$ cat src/hdl/frsc_pkg.sv
// Shared types and constants of the first repeat sample counter.
`timescale 1ns / 1ps
`default_nettype none

package frsc_pkg;

  localparam int unsigned IdxW  = 16;
  localparam int unsigned PopW  = 17;
  localparam int unsigned RunsW = 16;
  localparam int unsigned DrawW = 17;
  localparam int unsigned SumW  = 32;
  localparam int unsigned CfgW  = 17;

  typedef logic [1:0] cfg_idx_t;

  localparam cfg_idx_t CFG_POPULATION = 2'd0;
  localparam cfg_idx_t CFG_RUNS       = 2'd1;

  localparam logic [PopW-1:0]  POP_RESET  = 17'd65536;
  localparam logic [RunsW-1:0] RUNS_RESET = 16'd1;

  localparam logic STATUS_REPEAT = 1'b0;
  localparam logic STATUS_RANGE  = 1'b1;

  typedef enum logic [1:0] {
    ALU_ADD,
    ALU_ADD_SAT,
    ALU_GE
  } alu_op_e;

  typedef struct packed {
    alu_op_e           op;
    logic [SumW-1:0]   a;
    logic [SumW-1:0]   b;
  } alu_req_t;

  typedef struct packed {
    logic [SumW-1:0] res;
    logic            flag;
  } alu_rsp_t;

endpackage

`default_nettype wire

$ cat src/hdl/frsc_alu.sv
// Shared adder of the sequencer: add, saturating add and unsigned compare.
`timescale 1ns / 1ps
`default_nettype none

module frsc_alu (
  input  wire frsc_pkg::alu_req_t req_i,
  output frsc_pkg::alu_rsp_t      rsp_o
);
  import frsc_pkg::*;

  logic [SumW-1:0] b_eff;
  logic            cin;
  logic [SumW:0]   sum;

  // A compare runs as a - b through the same adder; the carry out is a >= b.
  assign b_eff = (req_i.op == ALU_GE) ? ~req_i.b : req_i.b;
  assign cin   = (req_i.op == ALU_GE);
  assign sum   = {1'b0, req_i.a} + {1'b0, b_eff} + {{SumW{1'b0}}, cin};

  always_comb begin
    rsp_o.flag = sum[SumW];
    case (req_i.op)
      ALU_ADD_SAT: rsp_o.res = sum[SumW] ? {SumW{1'b1}} : sum[SumW-1:0];
      default:     rsp_o.res = sum[SumW-1:0];
    endcase
  end

endmodule

`default_nettype wire

$ cat config.mk
export PLATFORM = sky130hd
export DESIGN_NAME = frsc_alu
export DESIGN_NICKNAME = d
export VERILOG_FILES = /design/src/hdl/frsc_pkg.sv /design/src/hdl/frsc_alu.sv
export SDC_FILE = /design/constraint.sdc
export NUM_CORES = 1
export LEC_CHECK = 0
export BUFFER_PORTS_ARGS = -buffer_cell sky130_fd_sc_hd__clkbuf_2
export CORE_ASPECT_RATIO = 1.75
export CORE_MARGIN = 1.5
export CORE_UTILIZATION = 35
export DETAILED_ROUTE_END_ITERATION = 16
export GPL_TIMING_DRIVEN = 0
export PLACE_DENSITY = 0.71
export SLEW_MARGIN = 20
export SYNTH_ARGS = -nofsm -noshare
export SYNTH_HDL_FRONTEND = slang
export SYNTH_SLANG_ARGS = --single-unit
$ cat constraint.sdc
create_clock -name vclk -period 14.3
set_input_delay 2.86 -clock vclk [all_inputs]
set_output_delay 2.86 -clock vclk [all_outputs]
set_load 0.02 [all_outputs]
==> flow_summary.toml, run 1 <==
[status]
status = "finished, final reports clean"

[cells_and_area]
n_fill_cell = 706
final_cell_mix = "clkbuf_2 (101), nand2_1 (49), xnor2_1 (46)"
ff_latch_area_um2 = 0
seq_cells = 0
n_antenna_cell = 0
layout_commonest_cell = "clkbuf_2"
design_area_um2 = 2880
drive_gt1_share_pct = 29.1
utilization_pct = 46.2
clock_buffers = 0
nets = 518
layoutNonFillerInstCount = 496
syn2layout_area_growth_pct = 26.1

[floorplan]
core_um2 = 6230
pin_count = 99
die-area_um2 = 7040
start_util_pct = 36.7
rows = 38
chipWidth_um = 64.1
die_h_um = 110

[global_routing]
overflow = 0
grt_pass1_wl_um = 10700
grt_max_degree = 11
antenna_found_initial = 0
grt_pass1_vias = 2588
track_usage_pct = 18.2

[sta]
max_freq_mhz = 107
slew_violations = 0
worstMarginPinSlew_ps = 791
finalHoldViolCount = 0
finalCriticalPeriod_ps = 9380
grt_setup_unrepaired = "no"
worst_slew_margin_rel_pct = 47.3
final.setup.tns_ps = 0
setup_viol = 0
timing.final.crit_share_pct = 65.6

[drt]
routed_wl_um = 6500
firstDrtPassIters = 4
drtAntennaViolNets = 0
avgRoutedWirePerCell_um = 13.1
drc = 0
vias_per_cell = 5.26
vias = 2608
drt_iter0_drc = 82

[placed_design]
io_buffer_count = 99
place_hpwl_um = 5690
post_dp_cell_area_um2 = 2880
dp.cells = 496
gp_congestion = 0.866

[critical_path]
worstPathRequired_ps = 11440
crit_type = "in2out"
crit_top_cell = "clkbuf_2"
slowest_stage = "buf_1"
crit_chain = "clkbuf_2, or2b_1, clkbuf_1, buf_1, xnor2_1, ha_1, nand3_1, a211oi_2, o2111a_1, o2111ai_1, a21oi_1, o21ai_1, a31o_2, buf_6, nand2_1, clkbuf_2"
path_max_fanout = 10
critPathTopFamily = "compound AO/OA/AOI/OAI gates"
endpoint_kind = "output pin"
critPathMaxStageDelay_ps = 620
worst-path-buf-inv = 5
arrival_ps = 6520
start_kind = "primary input"

[pwr]
p_leak_nw = 1.52
fin_total_pwr_uw = 238
irDropWorstVdd_mv = 0.0321
p_per_area_nw_per_um2 = 82.7

[synthesis]
synth.distinct_cells = 53
syn_nets = 417
syn_area_per_cell_um2 = 7.20
syn_area_um2 = 2280
synth-seq-area-share_pct = 0
ys_warn_count = 0
syn_inst = 317

[clock_network]
post_cts_resize_count = 0
cts_setup_buffers = 0
hold_buffers = 0

[flow_run]
maxCapViolations = 0

[hold_path]
min_path_type = "in2out"
==> Yosys cell counts (all sizes together), types with 2 or more instances <==
cell type / instances / area share [%]
a211oi: 3 / 1.4
a21boi: 2 / 0.66
a21o: 25 / 8.4
a21oi: 31 / 6.8
a31oi: 8 / 2.2
and3: 5 / 1.4
buf: 6 / 2.0
clkbuf: 5 / 0.93
ha: 33 / 18
inv: 9 / 1.5
nand2: 49 / 8.1
nand2b: 2 / 0.55
nand3: 6 / 1.3
nand4: 3 / 0.82
nor2: 13 / 2.1
nor2b: 3 / 0.82
nor3: 5 / 1.3
o2111a: 2 / 0.99
o21a: 3 / 0.99
o21ai: 13 / 2.8
o21bai: 3 / 0.99
o221ai: 2 / 0.77
o31ai: 3 / 2.2
or2: 3 / 0.82
xnor2: 46 / 18
xor2: 15 / 5.8
==> through the flow <==
step / hold slack [ps] / setup slack (ps)
after global placement: 6110 / 4930
final: 6130 / 4920
after detailed placement: 6130 / 4900
after floorplan: 5920 / 5600
after CTS: 6130 / 4900
after global routing: 6170 / 4580
==> final timing paths <==
check                 startpoint         to  cells past startpoint
worst min-delay path   req_i[32]   rsp_o[1]                      4
worst max-delay path   req_i[65]  rsp_o[22]                     16
==> cells by family after synthesis <==
| kind of cell | share of synthesized area, % |
|---|---|
| compound gates | 33.2 |
| simple gates | 20.1 |
| xor+xnor | 23.4 |
| fa+ha+maj | 19.0 |
| buf+inv | 4.38 |
==> layer usage <==
metal | up-vias | GRT usage [%] | wire (µm)
met1 | 1173 | 18.2 | 2370
met3 | 14 | 0.307 | 227
li1 | 1343 | - | -
met4 | 0 | 5.28 | 208
met5 | - | 0 | 0
met2 | 78 | 39.1 | 3700
==> layout make-up <==
class                           count  area (µm²)  share of cell area [%]
Inverter                            9        33.8                    1.17
Buffer                             11        66.3                    2.30
Timing Repair Buffer               99         495                    17.2
Multi-Input combinational cell    297        2180                    75.8
Tap cell                           80         100                    3.48
==> report_power, final <==
group / switching (mW) / total, mW / internal, mW
sequential: 0 / 0 / 0
clock: 0 / 0 / 0
combinational: 0.143 / 0.238 / 0.0950
==> tightest hold or removal path, cell delays in order <==
cell and delay (ps):
clkbuf_2 120, xnor2_1 70, nand2_1 60, clkbuf_2 160
(Power assumes the default switching activity.)
==> run 2, diff against run 1 <==
ABC_AREA = 1   (was unset)
clock period = 8.25 ns   (was 14.3 ns; I/O delays follow)
==> flow_summary.toml, run 2 <==
[global_routing]
grt_max_degree = 11
grt_pass1_vias = 3162
grt_pass1_wl_um = 14700
track_usage_pct = 22.0
overflow = 0
antenna_found_initial = 0

[cells_and_area]
n_antenna_cell = 0
drive_gt1_share_pct = 22.2
ff_latch_area_um2 = 0
seq_cells = 0
final_cell_mix = "nand2_1 (141), clkbuf_2 (99), inv_1 (73)"
layout_commonest_cell = "nand2_1"
clock_buffers = 0
syn2layout_area_growth_pct = 22.6
nets = 687
n_fill_cell = 869

[synthesis]
syn_nets = 586
synth_top_area_share_pct = 19.7
syn_area_um2 = 2680
ys_warn_count = 0
synth.distinct_cells = 25
synth_commonest_cells = "nand2_1 (141), inv_1 (73), nor2_1 (49)"
synth-seq-area-share_pct = 0
synthTopCellsByArea = "nand2_1 (20%), ha_1 (15%), xnor2_1 (14%)"
yosysMostFrequentCell = "nand2_1"
syn_area_per_cell_um2 = 5.51
synth_area_leader_cell = "nand2_1"
syn_inst = 486

[drt]
drtAntennaViolNets = 0
firstDrtPassIters = 4
avgRoutedWirePerCell_um = 13.7
drt_iter0_drc = 144
routed_wl_um = 9210
vias = 3347
drc = 0
vias_per_cell = 4.97

[flow_run]
maxCapViolations = 0

[sta]
grt_setup_unrepaired = "no"
final.setup.tns_ps = 0
setup_viol = 0
slew_violations = 0
finalHoldViolCount = 0
max_freq_mhz = 169
timing.final.crit_share_pct = 71.9
worstMarginPinSlew_ps = 462
finalCriticalPeriod_ps = 5930
worst_slew_margin_rel_pct = 69.0

[critical_path]
crit_type = "in2out"
crit_chain = "clkbuf_2, inv_1, nand2_1, buf_2, xnor2_1, ha_1, a21oi_1, o21ai_0, nand2_1, nand2_1, a21oi_1, nand2_2, nand2_4, buf_6, nand3_2, clkbuf_2"
slowest_stage = "buf_2"
critPathTopFamily = "buffers and inverters"
critPathMaxStageDelay_ps = 350
endpoint_kind = "output pin"
worst-path-buf-inv = 5
start_kind = "primary input"
worstPathRequired_ps = 6600
arrival_ps = 4280
crit_top_cell = "nand2_1"
crit_cells = 16
path_max_fanout = 10

[floorplan]
rows = 42
chipWidth_um = 69.2
die-area_um2 = 8210
core_um2 = 7510
pin_count = 99
die_h_um = 119
start_util_pct = 35.7

[clock_network]
post_cts_resize_count = 0
cts_setup_buffers = 0
hold_buffers = 0

[pwr]
irDropWorstVdd_mv = 0.0487
p_leak_nw = 1.85
p_per_area_nw_per_um2 = 131
fin_total_pwr_uw = 432

[hold_path]
holdPathStages = 4
min_path_type = "in2out"

[status]
status = "finished, final reports clean"

[placed_design]
io_buffer_count = 99
place_hpwl_um = 8400
gp_congestion = 0.960
[run 2: cell count changes after synthesis, sizes merged, moves of 5 or more]
cell | before | now
xor2 | 15 | 3
clkbuf | 5 | 0
a21o | 25 | 3
o21ai | 13 | 27
nor2 | 13 | 51
a31oi | 8 | 1
nor3 | 5 | 12
nand2 | 49 | 149
nand3 | 6 | 37
inv | 9 | 73
a21oi | 31 | 37
and3 | 5 | 0
[run 2: logic make-up (layout without fill, tap and decap cells)]
family	count (synthesis)	in the layout	synth area share, %
buf+inv	79	178	12.0
simple gates	252	252	41.6
fa+ha+maj	34	34	16.2
compound gates	74	74	14.8
xor+xnor	47	47	15.4
[run 2: where the power goes]
part | internal (mW) | switching (mW) | leakage (nW) | total (mW)
registers | 0 | 0 | 0 | 0
clock network | 0 | 0 | 0 | 0
logic | 0.154 | 0.277 | 1.85 | 0.432
[run 2: worst min-delay path, stage by stage]
cell and delay, ps:
clkbuf_2 90, nand2_1 60, nand3_2 60, clkbuf_2 150
[run 2: cell type report]
type	instances	area, µm²	area share, %
repair buffers	99	495	15.1
inverters	73	274	8.34
well taps	88	110	3.35
multi-input cells	407	2360	71.7
plain buffers	6	48.8	1.49
[run 2: per-stage QoR]
step           hold WS (ps)  utilization, %  setup WS [ps]  cells  area [µm²]
3_3_place_gp           3660            43.7           2300    673        3290
5_1_grt                3690            43.7           2100    673        3290
2_1_floorplan          3460               -           3000    486        2680
3_5_place_dp           3670            43.7           2290    673        3290
6_report               3660            43.7           2320    673        3290
4_1_cts                3670            43.7           2280    673        3290
[run 2: final timing paths]
| path | startpoint | endpoint | slack, ps |
|---|---|---|---|
| worst max-delay path | req_i[64] | rsp_o[30] | 2320 |
| worst min-delay path | req_i[32] | rsp_o[1] | 3660 |
[run 2: layer usage]
layer  vias up  routed length [µm]  GRT usage [%]
met5         -                   0              0
met2       126                4920           43.1
met3        25                 411          0.938
met4         0                 544           10.9
li1       1751                   -              -
met1      1445                3330           23.1
